`config.mk`:
```
export PLATFORM = sky130hd
export DESIGN_NAME = magic_length_frame_command_parser_unit
export DESIGN_NICKNAME = d
export VERILOG_FILES = /design/src/rtl/mlfcp_pkg.sv /design/src/rtl/mlfcp_front.sv /design/src/rtl/mlfcp_queue.sv /design/src/rtl/mlfcp_back.sv /design/src/rtl/magic_length_frame_command_parser_unit.sv
export SDC_FILE = /design/constraint.sdc
export NUM_CORES = 1
export LEC_CHECK = 0
export BUFFER_PORTS_ARGS = -buffer_cell sky130_fd_sc_hd__buf_2
export CAP_MARGIN = 20
export CORE_MARGIN = 2
export CORE_UTILIZATION = 50
export DETAILED_ROUTE_END_ITERATION = 8
export PLACE_DENSITY = 0.66
export SYNTH_ARGS = -nofsm -noshare
export SYNTH_HDL_FRONTEND = slang
export SYNTH_SLANG_ARGS = --single-unit
export TNS_END_PERCENT = 1
```
`constraint.sdc`:
```
create_clock -name clk_i -period 5.2 [get_ports clk_i]
set_input_delay 0.52 -clock clk_i [delete_from_list [all_inputs] [get_ports clk_i]]
set_output_delay 0.52 -clock clk_i [all_outputs]
set_load 0.05 [all_outputs]
```
`src/rtl/mlfcp_pkg.sv`:
```
// Shared types and constants of the frame command parser.
// Used by the front, the queue, the back end, the top level and the checker.
package mlfcp_pkg;

  localparam int RxBufferBytesDef = 4096;
  localparam int CodeBytesDef     = 2048;
  localparam int PinCountDef      = 11;

  // Offset and length width of a queue word; covers the largest buffer.
  localparam int LenW       = 16;
  localparam int QueueDepth = 2;
  localparam int QPtrW      = (QueueDepth > 1) ? $clog2(QueueDepth) : 1;
  localparam int QCntW      = $clog2(QueueDepth + 1);

  localparam logic [7:0] MagicByte0 = 8'h50;
  localparam logic [7:0] MagicByte1 = 8'h4F;
  localparam logic [7:0] MagicByte2 = 8'h4B;
  localparam logic [7:0] MagicByte3 = 8'h45;

  // Command words, first payload byte in the low bits.
  localparam logic [31:0] CmdWordPing = 32'h474E4950;
  localparam logic [31:0] CmdWordInfo = 32'h4F464E49;
  localparam logic [31:0] CmdWordExec = 32'h43455845;
  localparam logic [31:0] CmdWordGpio = 32'h4F495047;
  localparam logic [31:0] CmdWordGpos = 32'h534F5047;
  localparam logic [31:0] CmdWordTemp = 32'h504D4554;

  localparam logic [7:0] RetOpcode  = 8'h80;
  localparam logic [7:0] RetPrefixA = 8'h67;
  localparam logic [7:0] RetPrefixB = 8'h82;

  localparam int TempBase  = 250;
  localparam int TempSteps = 30;

  typedef enum logic [2:0] {
    CMD_SHORT, CMD_PING, CMD_INFO, CMD_EXEC,
    CMD_GPIO_READ, CMD_GPIO_SET, CMD_TEMP, CMD_UNKNOWN
  } cmd_e;

  typedef enum logic [2:0] {
    ST_OK, ST_EXEC_SIZE, ST_EXEC_NO_RET, ST_SET_ARGS, ST_BAD_PIN
  } status_e;

  // One queue word: a payload byte, or an empty frame closing on its own.
  typedef struct packed {
    logic            is_byte;
    logic            last;
    logic [7:0]      data;
    logic [LenW-1:0] offset;
    logic [LenW-1:0] length;
  } entry_t;

  function automatic logic [7:0] magic_byte(input logic [1:0] idx);
    logic [7:0] b;
    case (idx)
      2'd0:    b = MagicByte0;
      2'd1:    b = MagicByte1;
      2'd2:    b = MagicByte2;
      default: b = MagicByte3;
    endcase
    return b;
  endfunction

endpackage

```
`src/rtl/mlfcp_front.sv`:
```
// Front end: magic hunt, length collection and payload byte tagging.
// Depends on mlfcp_pkg; pushes words into mlfcp_queue.
module mlfcp_front import mlfcp_pkg::*; #(
  parameter int RX_BUFFER_BYTES = RxBufferBytesDef
) (
  input  logic   clk_i,
  input  logic   rst_ni,
  input  logic   in_valid_i,
  input  logic   [7:0] rx_byte_i,
  output logic   in_stall_o,
  input  logic   full_i,
  output logic   push_o,
  output entry_t entry_o
);

  localparam int MaxLen = RX_BUFFER_BYTES - 8;
  localparam int FLW    = $clog2(MaxLen + 1);

  typedef enum logic [1:0] {PH_HUNT, PH_LENGTH, PH_PAYLOAD} phase_e;

  phase_e         phase_q;
  logic [1:0]     fc_q;
  logic [31:0]    acc_q;
  logic [FLW-1:0] len_q, off_q;

  logic           accept;
  logic [31:0]    acc_full;
  logic [FLW-1:0] off_inc;
  logic           len_ok;

  assign in_stall_o = full_i;
  assign accept     = in_valid_i && !full_i;
  assign acc_full   = {rx_byte_i, acc_q[23:0]};
  assign off_inc    = off_q + FLW'(1);
  assign len_ok     = acc_full <= 32'(MaxLen);

  always_comb begin
    push_o  = 1'b0;
    entry_o = '0;
    case (phase_q)
      PH_LENGTH: begin
        // empty payload closes the frame on the last length byte
        if (accept && fc_q == 2'd3 && len_ok && acc_full == 32'd0) begin
          push_o       = 1'b1;
          entry_o.last = 1'b1;
        end
      end
      PH_PAYLOAD: begin
        push_o          = accept;
        entry_o.is_byte = 1'b1;
        entry_o.last    = (off_inc == len_q);
        entry_o.data    = rx_byte_i;
        entry_o.offset  = LenW'(off_q);
        entry_o.length  = LenW'(len_q);
      end
      default: ;
    endcase
  end

  always_ff @(posedge clk_i or negedge rst_ni) begin
    if (!rst_ni) begin
      phase_q <= PH_HUNT;
      fc_q    <= 2'd0;
      acc_q   <= 32'd0;
      len_q   <= '0;
      off_q   <= '0;
    end else if (accept) begin
      case (phase_q)
        PH_HUNT: begin
          if (rx_byte_i == magic_byte(fc_q)) begin
            if (fc_q == 2'd3) begin
              phase_q <= PH_LENGTH;
              fc_q    <= 2'd0;
              acc_q   <= 32'd0;
            end else begin
              fc_q <= fc_q + 2'd1;
            end
          end else begin
            // resync: a breaking 'P' starts a new match
            fc_q <= (rx_byte_i == MagicByte0) ? 2'd1 : 2'd0;
          end
        end
        PH_LENGTH: begin
          acc_q <= acc_q | ({24'd0, rx_byte_i} << {fc_q, 3'b000});
          fc_q  <= fc_q + 2'd1;
          if (fc_q == 2'd3) begin
            if (!len_ok || acc_full == 32'd0) begin
              phase_q <= PH_HUNT;
            end else begin
              phase_q <= PH_PAYLOAD;
              len_q   <= acc_full[FLW-1:0];
              off_q   <= '0;
            end
          end
        end
        PH_PAYLOAD: begin
          off_q <= off_inc;
          if (off_inc == len_q) begin
            phase_q <= PH_HUNT;
            fc_q    <= 2'd0;
          end
        end
        default: phase_q <= PH_HUNT;
      endcase
    end
  end

endmodule

```
`src/rtl/mlfcp_queue.sv`:
```
// Short word queue between the front end and the back end.
// Depends on mlfcp_pkg for the word type and depth.
module mlfcp_queue import mlfcp_pkg::*; (
  input  logic   clk_i,
  input  logic   rst_ni,
  input  logic   push_i,
  input  entry_t entry_i,
  output logic   full_o,
  input  logic   pop_i,
  output entry_t entry_o,
  output logic   empty_o
);

  entry_t           slot_q [QueueDepth];
  logic [QPtrW-1:0] wr_q, rd_q;
  logic [QCntW-1:0] cnt_q;

  assign full_o  = (cnt_q == QCntW'(QueueDepth));
  assign empty_o = (cnt_q == '0);
  assign entry_o = slot_q[rd_q];

  always_ff @(posedge clk_i) begin
    if (push_i) begin
      slot_q[wr_q] <= entry_i;
    end
  end

  always_ff @(posedge clk_i or negedge rst_ni) begin
    if (!rst_ni) begin
      wr_q  <= '0;
      rd_q  <= '0;
      cnt_q <= '0;
    end else begin
      if (push_i) begin
        wr_q <= (wr_q == QPtrW'(QueueDepth - 1)) ? '0 : wr_q + QPtrW'(1);
      end
      if (pop_i) begin
        rd_q <= (rd_q == QPtrW'(QueueDepth - 1)) ? '0 : rd_q + QPtrW'(1);
      end
      if (push_i && !pop_i) begin
        cnt_q <= cnt_q + QCntW'(1);
      end else if (pop_i && !push_i) begin
        cnt_q <= cnt_q - QCntW'(1);
      end
    end
  end

endmodule

```
`src/rtl/mlfcp_back.sv`:
```
// Back end: command capture, return scan, verdicts, virtual pins and temperature.
// Depends on mlfcp_pkg; pops words from mlfcp_queue and owns the output register.
module mlfcp_back import mlfcp_pkg::*; #(
  parameter int CODE_BYTES = CodeBytesDef,
  parameter int PIN_COUNT  = PinCountDef
) (
  input  logic        clk_i,
  input  logic        rst_ni,
  input  entry_t      head_i,
  input  logic        empty_i,
  output logic        pop_o,
  output logic        out_valid_o,
  input  logic        out_stall_i,
  output logic        byte_valid_o,
  output logic [7:0]  payload_byte_o,
  output logic [11:0] payload_offset_o,
  output logic        frame_end_o,
  output logic [11:0] payload_length_o,
  output logic [2:0]  command_o,
  output logic [2:0]  status_o,
  output logic        return_found_o,
  output logic [10:0] pin_levels_o,
  output logic [8:0]  temp_tenths_o
);

  logic [31:0]          cmdw_q, cmdw_n;
  logic [7:0]           prev_q, prev_n;
  logic                 ret_q, ret_n;
  logic [7:0]           pin_req_q, pin_req_n;
  logic                 lvl_q, lvl_n;
  logic [PIN_COUNT-1:0] pins_q, pins_n;
  logic [4:0]           tick_q, tick_n;

  cmd_e    cmd_n;
  status_e st_n;
  logic    rf_n;
  logic [8:0] temp_n;

  logic        out_valid_q;
  logic        bv_q, fe_q, rf_q;
  logic [7:0]  pb_q;
  logic [11:0] po_q, pl_q;
  cmd_e        cmd_q;
  status_e     st_q;
  logic [10:0] pl_lvl_q;
  logic [8:0]  temp_q;

  logic [LenW-1:0] off, len;
  logic [7:0]      b;

  assign pop_o = !empty_i && (!out_valid_q || !out_stall_i);
  assign off   = head_i.offset;
  assign len   = head_i.length;
  assign b     = head_i.data;

  always_comb begin
    cmdw_n    = cmdw_q;
    prev_n    = prev_q;
    ret_n     = ret_q;
    pin_req_n = pin_req_q;
    lvl_n     = lvl_q;
    pins_n    = pins_q;
    tick_n    = tick_q;
    cmd_n     = CMD_SHORT;
    st_n      = ST_OK;
    rf_n      = 1'b0;
    temp_n    = 9'd0;

    if (head_i.is_byte) begin
      if (off < LenW'(4)) begin
        cmdw_n[{off[1:0], 3'b000} +: 8] = b;
      end
      if (off == LenW'(0)) begin
        ret_n = 1'b0;
      end
      if (off == LenW'(4)) begin
        pin_req_n = b;
      end
      if (off == LenW'(5)) begin
        lvl_n = (b != 8'd0);
      end
      if (off >= LenW'(5) && b == RetOpcode &&
          (prev_q == RetPrefixA || prev_q == RetPrefixB)) begin
        ret_n = 1'b1;
      end
      prev_n = b;
    end

    if (head_i.last && len >= LenW'(4)) begin
      case (cmdw_n)
        CmdWordPing: cmd_n = CMD_PING;
        CmdWordInfo: cmd_n = CMD_INFO;
        CmdWordExec: begin
          cmd_n = CMD_EXEC;
          // code is the payload after the command word
          if (len == LenW'(4) || 32'(len) > 32'(CODE_BYTES + 4)) begin
            st_n = ST_EXEC_SIZE;
          end else if (!ret_n) begin
            st_n = ST_EXEC_NO_RET;
          end else begin
            rf_n = 1'b1;
          end
        end
        CmdWordGpio: cmd_n = CMD_GPIO_READ;
        CmdWordGpos: begin
          cmd_n = CMD_GPIO_SET;
          if (len < LenW'(6)) begin
            st_n = ST_SET_ARGS;
          end else if (32'(pin_req_n) >= 32'(PIN_COUNT)) begin
            st_n = ST_BAD_PIN;
          end else begin
            for (int i = 0; i < PIN_COUNT; i++) begin
              if (pin_req_n == 8'(i)) begin
                pins_n[i] = lvl_n;
              end
            end
          end
        end
        CmdWordTemp: begin
          cmd_n  = CMD_TEMP;
          tick_n = (tick_q == 5'(TempSteps - 1)) ? 5'd0 : tick_q + 5'd1;
          temp_n = 9'(TempBase) + {4'd0, tick_n};
        end
        default: cmd_n = CMD_UNKNOWN;
      endcase
    end
  end

  always_ff @(posedge clk_i or negedge rst_ni) begin
    if (!rst_ni) begin
      out_valid_q <= 1'b0;
      cmdw_q      <= 32'd0;
      prev_q      <= 8'd0;
      ret_q       <= 1'b0;
      pin_req_q   <= 8'd0;
      lvl_q       <= 1'b0;
      pins_q      <= '0;
      tick_q      <= 5'd0;
    end else if (pop_o) begin
      out_valid_q <= 1'b1;
      cmdw_q      <= cmdw_n;
      prev_q      <= prev_n;
      ret_q       <= ret_n;
      pin_req_q   <= pin_req_n;
      lvl_q       <= lvl_n;
      pins_q      <= pins_n;
      tick_q      <= tick_n;
    end else if (!out_stall_i) begin
      out_valid_q <= 1'b0;
    end
  end

  // result word; hold while stalled
  always_ff @(posedge clk_i) begin
    if (pop_o) begin
      bv_q     <= head_i.is_byte;
      pb_q     <= head_i.is_byte ? b : 8'd0;
      po_q     <= head_i.is_byte ? 12'(off) : 12'd0;
      fe_q     <= head_i.last;
      pl_q     <= head_i.last ? 12'(len) : 12'd0;
      cmd_q    <= cmd_n;
      st_q     <= st_n;
      rf_q     <= rf_n;
      pl_lvl_q <= 11'(pins_n);
      temp_q   <= temp_n;
    end
  end

  assign out_valid_o      = out_valid_q;
  assign byte_valid_o     = bv_q;
  assign payload_byte_o   = pb_q;
  assign payload_offset_o = po_q;
  assign frame_end_o      = fe_q;
  assign payload_length_o = pl_q;
  assign command_o        = cmd_q;
  assign status_o         = st_q;
  assign return_found_o   = rf_q;
  assign pin_levels_o     = pl_lvl_q;
  assign temp_tenths_o    = temp_q;

endmodule

```
`src/rtl/magic_length_frame_command_parser_unit.sv`:
```
// Top level of the magic and length frame command parser.
// Depends on mlfcp_pkg, mlfcp_front, mlfcp_queue and mlfcp_back.
//
//  channel  direction  handshake               payload
//  in       sink       in_valid_i / in_stall_o   rx_byte_i
//  out      source     out_valid_o / out_stall_i byte_valid_o .. temp_tenths_o
//
// One byte accepted per cycle unless stalled; constant front-end work per byte.
// A payload byte or an empty frame shows its result after the queue slot
// (written at the accepting edge) and then the output register; header and
// hunt bytes give none.
// in_stall_o rises only when the two-word queue is full behind a stalled output.
// Reset (rst_ni low, asynchronous) empties the queue and output and clears
// the parse state, virtual pins and temperature tick.
module magic_length_frame_command_parser_unit import mlfcp_pkg::*; #(
  parameter int RX_BUFFER_BYTES = RxBufferBytesDef,
  parameter int CODE_BYTES      = CodeBytesDef,
  parameter int PIN_COUNT       = PinCountDef
) (
  input  logic        clk_i,
  input  logic        rst_ni,
  input  logic        in_valid_i,
  output logic        in_stall_o,
  input  logic [7:0]  rx_byte_i,
  output logic        out_valid_o,
  input  logic        out_stall_i,
  output logic        byte_valid_o,
  output logic [7:0]  payload_byte_o,
  output logic [11:0] payload_offset_o,
  output logic        frame_end_o,
  output logic [11:0] payload_length_o,
  output logic [2:0]  command_o,
  output logic [2:0]  status_o,
  output logic        return_found_o,
  output logic [10:0] pin_levels_o,
  output logic [8:0]  temp_tenths_o
);

  logic   push, full, pop, empty;
  entry_t push_word, head_word;

  mlfcp_front #(
    .RX_BUFFER_BYTES(RX_BUFFER_BYTES)
  ) u_front (
    .clk_i     (clk_i),
    .rst_ni    (rst_ni),
    .in_valid_i(in_valid_i),
    .rx_byte_i (rx_byte_i),
    .in_stall_o(in_stall_o),
    .full_i    (full),
    .push_o    (push),
    .entry_o   (push_word)
  );

  mlfcp_queue u_queue (
    .clk_i  (clk_i),
    .rst_ni (rst_ni),
    .push_i (push),
    .entry_i(push_word),
    .full_o (full),
    .pop_i  (pop),
    .entry_o(head_word),
    .empty_o(empty)
  );

  mlfcp_back #(
    .CODE_BYTES(CODE_BYTES),
    .PIN_COUNT (PIN_COUNT)
  ) u_back (
    .clk_i           (clk_i),
    .rst_ni          (rst_ni),
    .head_i          (head_word),
    .empty_i         (empty),
    .pop_o           (pop),
    .out_valid_o     (out_valid_o),
    .out_stall_i     (out_stall_i),
    .byte_valid_o    (byte_valid_o),
    .payload_byte_o  (payload_byte_o),
    .payload_offset_o(payload_offset_o),
    .frame_end_o     (frame_end_o),
    .payload_length_o(payload_length_o),
    .command_o       (command_o),
    .status_o        (status_o),
    .return_found_o  (return_found_o),
    .pin_levels_o    (pin_levels_o),
    .temp_tenths_o   (temp_tenths_o)
  );

endmodule

```
==> run_results.csv, run 1 <==
group,metric,value,unit
setup_path,cp-end-kind,"register",
synth,synth_top_family_by_area,"simple AND/OR/NAND/NOR gates",
timing,post-route-period-util,0.808,
place,placedInstanceArea,0.0128,mm^2
global_routing,grt_pass1_vias,8101,
timing,fin_tns_setup,0,ns
final_layout,nets,1169,
synth,yosys-top-cells-area,"edfxtp_1 32%, dfrtp_1 25%, mux2i_1 4.5%",
cts,cts_resized,0,
final_layout,drive_gt1_frac,0.180,
cts,root_buffer,"clkbuf_16",
cts,clk_latency,0.54,ns
final_layout,mostFrequentLayoutCells,"128 x edfxtp_1, 122 x dfrtp_1, 110 x nor2_1",
timing,finalClockSkew,0.00944,ns
power,peakVddDrop,0.327,mV
setup_path,worstPathArrival,4.49,ns
synth,synth_compound_area_frac,0.0768,
drt,drc,0,
floorplanning,core-area,0.0236,mm^2
floorplanning,dieHeight,160,um
cts,cts_buffer_depth,3,
drt,vias_per_cell,5.60,
global_routing,grt_busiest_layer,"met2",
synth,yosys.area_share.adder,0.0176,
cts,tritoncts,"built",
drt,firstDrtPassIters,7,
setup_path,start_kind,"register",
global_routing,grt_pass1_wl,43100,um
setup_path,crit_type,"reg -> reg",
drt,routed_wl,26300,um
timing,rsz0062_at_grt,"false",
floorplanning,die_area,0.0255,mm^2
synth,synth_area,0.0121,mm^2
cts,cts.htree.levels,1,
final_layout,final_common_cell,"edfxtp_1",
global_routing,met3_usage,0.0283,
timing,period_needed,4.20,ns
power,pwr_density_cell,511,mW/mm^2
timing,tightest_slew,0.933,ns
global_routing,grt-ovfl-total,0,
synth,synth_cell_types,63,
synth,synthSimpleGateAreaFrac,0.188,
drt,post_drt_wl_per_cell,17.8,um
synth,synth_seq_cells,251,
synth,synth.mux.area_fraction,0.101,
synth,syn_inst,1070,
floorplanning,std_cell_rows,56,
place,port_buffers,74,
synth,syn_avg_cell_area,11.3,um^2
timing,max_slew_margin,0.375,
power,power,7060,uW
setup_path,crit_path_max_fanout,26,
cts,cts_setup_buffers,0,
place,hpwl,18700,um
final_layout,n_antenna_cell,0,
cts,cts.clk_slew.worst_paths,0.06,ns
synth,synth_top_area_frac,0.317,
synth,synth_warnings,0,
final_layout,stdcell_area,0.0138,mm^2
place,place_congestion,0.863,
timing,finalMaxSlewViolations,0,
drt,drtIter0Drc,623,
cts,cts_buffers,28,
synth,synthArstFlopShare,0.490,
synth,synth_top_area_cell,"edfxtp_1",
synth,synth_edf_count,128,
floorplanning,ios,75,
setup_path,cp.required,5.49,ns
synth,synth-xor-area-share,0.0188,
synth,syn_nets,1099,
timing,fmax,238,MHz
global_routing,grt_max_degree,52,
global_routing,use_met1,0.282,
floorplanning,start_util,0.513,
worst_hold_path,min_path_type,"in -> async",
timing,final_hold_viol_count,0,
synth,ys_seq_area_frac,0.572,
drt,final_antenna_net_count,0,
global_routing,met2_usage,0.346,
drt,routed-via-count,8289,
timing,worst_hold_slack,0.0204,ns
synth,synth_top_flop_cell,"edfxtp_1",
floorplanning,chipWidth,160,um
power,p_leak,0.00584,uW
global_routing,antenna_found_initial,0,
cts,clock-sinks,251,
run_status,run_status,"complete, no violations",
final_layout,fill_cells,1979,
flow_run,cap_viol_max_count,0,
final_layout,area_growth,14.1,%
global_routing,grt_usage,0.208,
timing,setup-violations-final,0,
cts,cts_hold_buf,0,
-- power breakdown --
group | switching (uW) | leakage (uW) | internal, uW | total (uW)
sequential | 221 | 0.00289 | 2540 | 2760
combinational | 1640 | 0.00247 | 579 | 2220
clock | 795 | 0.000484 | 1290 | 2080
-- cell type report --
class / instances / area, um^2 / area share
Inverter: 19 / 71.3 / 0.00516
Multi-Input combinational cell: 744 / 4890 / 0.354
Timing Repair Buffer: 96 / 538 / 0.0389
Sequential cell: 251 / 6920 / 0.501
Clock buffer: 29 / 704 / 0.0510
Clock inverter: 23 / 293 / 0.0212
Tap cell: 319 / 399 / 0.0289
-- synth_stat cells (all sizes together) (3+ instances only) --
cell type    n
or3          9
nor3b        7
buf         11
nand2      101
clkbuf      45
nor4b        4
or4          7
o21ai       42
dfrtp      123
nand3       37
a21oi       43
nand3b       6
nor2       110
o21a         3
xor2        11
a22o        11
nor3        22
ha          17
edfxtp     128
nand4       28
nor2b        4
and3        10
nand2b      15
inv         19
nor4        21
mux2        59
a31o         3
o31ai       28
xnor2       15
or2         12
o211ai       4
mux2i       55
and2        37
-- worst max-delay path, stage by stage, from the launching register on --
cell and delay, ns:
dfrtp_2 0.52, buf_4 0.34, nor4bb_1 0.33, a21o_1 0.25, nand4_2 0.40, mux2_4 0.45, or4b_4 0.58, nor4_4 0.27
buf_4 0.32, nand4_1 0.14, mux2_1 0.34
-- routing by layer --
layer | routed length [um] | share of wire
met1 | 11500 | 0.44
met2 | 12800 | 0.49
met3 | 1180 | 0.045
met4 | 882 | 0.033
met5 | 0 | 0
-- state kept, by name, summed over array words and instances, names as in the netlist, 2 cells and up --
| register | flops |
|---|---|
| u_back.payload_length_o | 12 |
| u_queue.cnt_q | 2 |
| u_back.prev_q | 8 |
| u_back.payload_byte_o | 8 |
| u_back.command_o | 3 |
| u_back.temp_tenths_o | 8 |
| u_front.len_q | 12 |
| u_back.pin_levels_o | 11 |
| u_back.status_o | 3 |
| u_queue.slot_q | 68 |
| u_front.acc_q | 24 |
| u_back.payload_offset_o | 12 |
| u_back.tick_q | 5 |
| u_front.off_q | 12 |
| u_back.cmdw_q | 32 |
| u_back.pin_req_q | 8 |
| u_back.pins_q | 11 |
| u_front.fc_q | 2 |
| u_front.phase_q | 2 |
-- stage by stage --
stage / setup slack (ns) / instances / utilization
after floorplan: 0.205 / 1070 / -
after global placement: 1.13 / 1429 / 0.543
after detailed placement: 1.04 / 1429 / 0.543
after CTS: 1.02 / 1481 / 0.585
after global routing: 0.813 / 1481 / 0.585
final: 0.997 / 1481 / 0.585
-- logic make-up after synthesis --
group / count (synthesis)
adders and majority gates: 17
DFF: 251
AOI/OAI and AO/OA: 147
muxes: 114
and+or+nand+nor: 440
xor gates and xnor gates: 26
buffers and inverters: 75
-- worst paths after layout --
| path | startpoint | endpoint | slack [ns] | cells past startpoint |
|---|---|---|---|---|
| max in group asynchronous | rst_ni | u_front.acc_q[0] | 4.10 | 2 |
| min | rst_ni | u_back.prev_q[0] | 0.02 | 1 |
| max reg2reg | u_queue.rd_q | u_back.pin_levels_o[7] | 1.0 | 10 |
| max | u_queue.rd_q | u_back.pin_levels_o[7] | 1.0 | 10 |
| min reg2reg | u_back.cmdw_q[30] | u_back.cmdw_q[30] | 0.47 | 2 |
| min in group clk_i | out_stall_i | u_back.out_valid_o | 0.22 | 3 |
Power figures use the tool's default switching activity.
==> run 2, diff against run 1 <==
--- a/config.mk
+++ b/config.mk
@@ -5,12 +5,13 @@
 export SDC_FILE = /design/constraint.sdc
 export NUM_CORES = 1
 export LEC_CHECK = 0
+export ABC_AREA = 1
 export BUFFER_PORTS_ARGS = -buffer_cell sky130_fd_sc_hd__buf_2
 export CAP_MARGIN = 20
 export CORE_MARGIN = 2
 export CORE_UTILIZATION = 50
 export DETAILED_ROUTE_END_ITERATION = 8
-export PLACE_DENSITY = 0.66
+export PLACE_DENSITY = 0.63
 export SYNTH_ARGS = -nofsm -noshare
 export SYNTH_HDL_FRONTEND = slang
 export SYNTH_SLANG_ARGS = --single-unit
==> constraint.sdc (replaced) <==
create_clock -name clk_i -period 4.1 [get_ports clk_i]
set_input_delay 0.41 -clock clk_i [delete_from_list [all_inputs] [get_ports clk_i]]
set_output_delay 0.41 -clock clk_i [all_outputs]
set_load 0.05 [all_outputs]
==> run 2 against run 1 <==
The run now ends with negative hold slack left. Sequential power rose by 20%. First-iteration DRC count up 14%. Global-route usage up 2.6 points. Area after synthesis grew 7.1%. Die area increased by 7.0%. Count of clock-buffer cells in the layout grew 2. Clock power up 22%. Clock skew up 0.0084 ns. Fmax is 12% higher. Synthesized cell count is 46% higher. Via count increased by 25%. Core utilization fell by 0.74 points.
==> run_results.csv, run 2 <==
group,metric,value,unit
run_status,run_status,"finished with violations",
run_status,violations,"negative hold slack",
timing,finalMaxSlewViolations,0,
timing,fin_tns_setup,0,ns
setup_path,start_kind,"register",
cts,root_buffer,"clkbuf_16",
synth,synth_edf_count,128,
worst_hold_path,min_path_type,"in -> async",
cts,cts_resized,0,
drt,drc,0,
cts,cts_buffers,27,
drt,drtIter0Drc,711,
cts,cts.clk_slew.worst_paths,0.06,ns
cts,cts_buffer_depth,3,
floorplanning,chipWidth,165,um
power,p_sw,3740,uW
floorplanning,core-area,0.0253,mm^2
synth,yosysMostFrequentCell,"nand2_1",
floorplanning,die_area,0.0273,mm^2
final_layout,mostFrequentLayoutCells,"424 x nand2_1, 224 x inv_1, 163 x nor2_1",
final_layout,final_common_cell,"nand2_1",
final_layout,nets,1666,
timing,post-route-period-util,0.916,
floorplanning,start_util,0.512,
synth,syn_inst,1563,
setup_path,r2r_end,"u_back.pin_levels_o[2]",
timing,rsz0062_at_grt,"false",
setup_path,crit_type,"reg -> reg",
synth,synth_top_area_frac,0.296,
power,pwr_density_cell,621,mW/mm^2
cts,cts_hold_buf,0,
timing,fmax,266,MHz
synth,syn_avg_cell_area,8.30,um^2
synth,yosys-top-cells-area,"edfxtp_1 30%, dfrtp_1 24%, nand2_1 12%",
place,placedInstanceArea,0.0137,mm^2
global_routing,grt-ovfl-total,0,
power,seq_power_share,0.366,
global_routing,met2_usage,0.401,
global_routing,met3_usage,0.0307,
setup_path,cp-end-kind,"register",
setup_path,slowest_delay,0.43,ns
synth,syn_nets,1592,
cts,cts_setup_buffers,0,
setup_path,path_cells,"buf_6, nand2_1, nand2_2, clkinv_1, buf_4, ha_1, inv_1, nand2_1, nor2_2, inv_1, nor3_1, nand4_1, nand2_1, nand2_1, nor2_1, nand2_1, nor2_2, and2_4, nand3_1, nand2_1, inv_1",
timing,worst_hold_slack,-0.00173,ns
synth,synth_seq_cells,251,
power,sw_frac_of_total,0.411,
power,p_leak,0.00717,uW
cts,cts.htree.levels,1,
synth,ys_seq_area_frac,0.534,
timing,max_slew_margin,0.327,
place,port_buffers,74,
final_layout,n_antenna_cell,0,
floorplanning,std_cell_rows,58,
setup_path,reg2reg_depth,21,
timing,finalClockSkew,0.0179,ns
timing,period_needed,3.75,ns
place,dp_cells,1937,
timing,setup-violations-final,0,
cts,clk_latency,0.56,ns
final_layout,largest_register_ff_count,68,
drt,routed_wl,30900,um
cts,clock-sinks,251,
global_routing,antenna_found_initial,0,
setup_path,cp_slowest_cell,"dfrtp_1",
final_layout,drive_gt1_frac,0.116,
setup_path,rr_startpoint,"u_queue.rd_q",
global_routing,grt_usage,0.233,
power,peakVddDrop,0.541,mV
synth,synth_area,0.0130,mm^2
flow_run,cap_viol_max_count,0,
drt,firstDrtPassIters,5,
global_routing,use_met1,0.304,
final_layout,final_cells,1988,
floorplanning,ios,75,
drt,post_drt_wl_per_cell,15.5,um
timing,tightest_slew,0.999,ns
final_layout,biggestRegsByFlops,"u_queue.slot_q x68, u_back.cmdw_q x32, u_front.acc_q x24",
drt,final_antenna_net_count,0,
global_routing,grt_busiest_layer,"met2",
timing,final_hold_viol_count,3,
final_layout,stdcell_area,0.0146,mm^2
final_layout,top_register,"u_queue.slot_q",
setup_path,crit_path_max_fanout,15,
floorplanning,dieHeight,165,um
power,p_clk_frac,0.279,
global_routing,grt_max_degree,87,
setup_path,worstPathArrival,4.07,ns
power,p_int,5350,uW
final_layout,area_growth,12.8,%
drt,routed-via-count,10400,
synth,synth_warnings,0,
place,hpwl,21800,um
drt,vias_per_cell,5.22,
synth,synth.top_cells.by_count,"424 x nand2_1, 224 x inv_1, 168 x nor2_1",
synth,synth_top_area_cell,"edfxtp_1",
setup_path,r2r_slack,0.35,ns
synth,synthArstFlopShare,0.490,
cts,tritoncts,"built",
global_routing,grt_pass1_wl,50500,um
setup_path,cp.required,4.41,ns
global_routing,grt_pass1_vias,10000,
place,place_congestion,0.889,
setup_path,crit_buf_inv,6,
synth,synth_top_flop_cell,"edfxtp_1",
synth,synth_cell_types,50,
setup_path,cpLargestDelayFamily,"simple AND/OR/NAND/NOR gates",
setup_path,cp_common_cell,"nand2_1",
power,combinationalPowerShare,0.355,
## run 2: cell families after synthesis
family                   Yosys count  share of synthesized area
AO/OA/AOI/OAI                    180                     0.0751
XOR/XNOR                          17                     0.0115
adder cells (fa/ha/maj)           17                     0.0164
buffers and inverters            288                     0.0904
flip-flops                       251                      0.534
multiplexers                       5                    0.00386
AND/OR/NAND/NOR                  805                      0.269
## run 2: power by group through the flow
stage	Sequential [uW]	Combinational, uW	Clock, uW
after CTS	3330	3230	2590
after global placement	3370	3190	0
after floorplan	4230	1540	0
after detailed placement	3370	3220	0
final	3320	3230	2540
after global routing	3370	3520	2690
## run 2: worst reg2reg max path: stages (launching register included)
cell,delay (ns)
dfrtp_1,0.43
buf_6,0.19
nand2_1,0.08
nand2_2,0.17
clkinv_1,0.12
buf_4,0.18
ha_1,0.21
inv_1,0.15
nand2_1,0.17
nor2_2,0.22
inv_1,0.11
nor3_1,0.16
nand4_1,0.12
nand2_1,0.20
nand2_1,0.08
nor2_1,0.16
nand2_1,0.10
nor2_2,0.17
and2_4,0.26
nand3_1,0.11
nand2_1,0.08
inv_1,0.04
## run 2: worst max path at each step
stage,cells after the start,end,start
2_1_floorplan,20,u_back.pin_levels_o[0],u_queue.rd_q
3_3_place_gp,20,u_back.pin_levels_o[8],u_queue.rd_q
3_5_place_dp,21,u_back.pin_levels_o[8],u_queue.rd_q
4_1_cts,21,u_back.pin_levels_o[8],u_queue.rd_q
5_1_grt,21,u_back.pin_levels_o[2],u_queue.rd_q
6_report,21,u_back.pin_levels_o[2],u_queue.rd_q
## run 2: final cells by class
| class | instances | area, um^2 |
|---|---|---|
| repair buffers | 97 | 574 |
| fillers | 2331 | 10700 |
| inverters | 235 | 886 |
| well taps | 330 | 413 |
| clock buffers | 31 | 711 |
| multi-input cells | 1025 | 4910 |
| clock inverters | 19 | 211 |
| flip-flops and latches | 251 | 6920 |
## run 2: layer usage
layer	wire length, um	up-vias
li1	-	5230
met1	13600	4835
met2	15000	239
met3	1300	75
met4	1050	0
met5	0	-
## run 2: through the flow
stage | total power (uW) | hold WS (ns) | worst slack (ns) | utilization
2_1_floorplan | 5770 | 0.114 | 0.566 | -
3_3_place_gp | 6560 | 0.461 | 0.475 | 0.540
3_5_place_dp | 6600 | 0.465 | 0.353 | 0.540
4_1_cts | 9140 | 0.0301 | 0.325 | 0.577
5_1_grt | 9580 | 0.0727 | 0.00598 | 0.578
6_report | 9090 | -0.00173 | 0.346 | 0.578
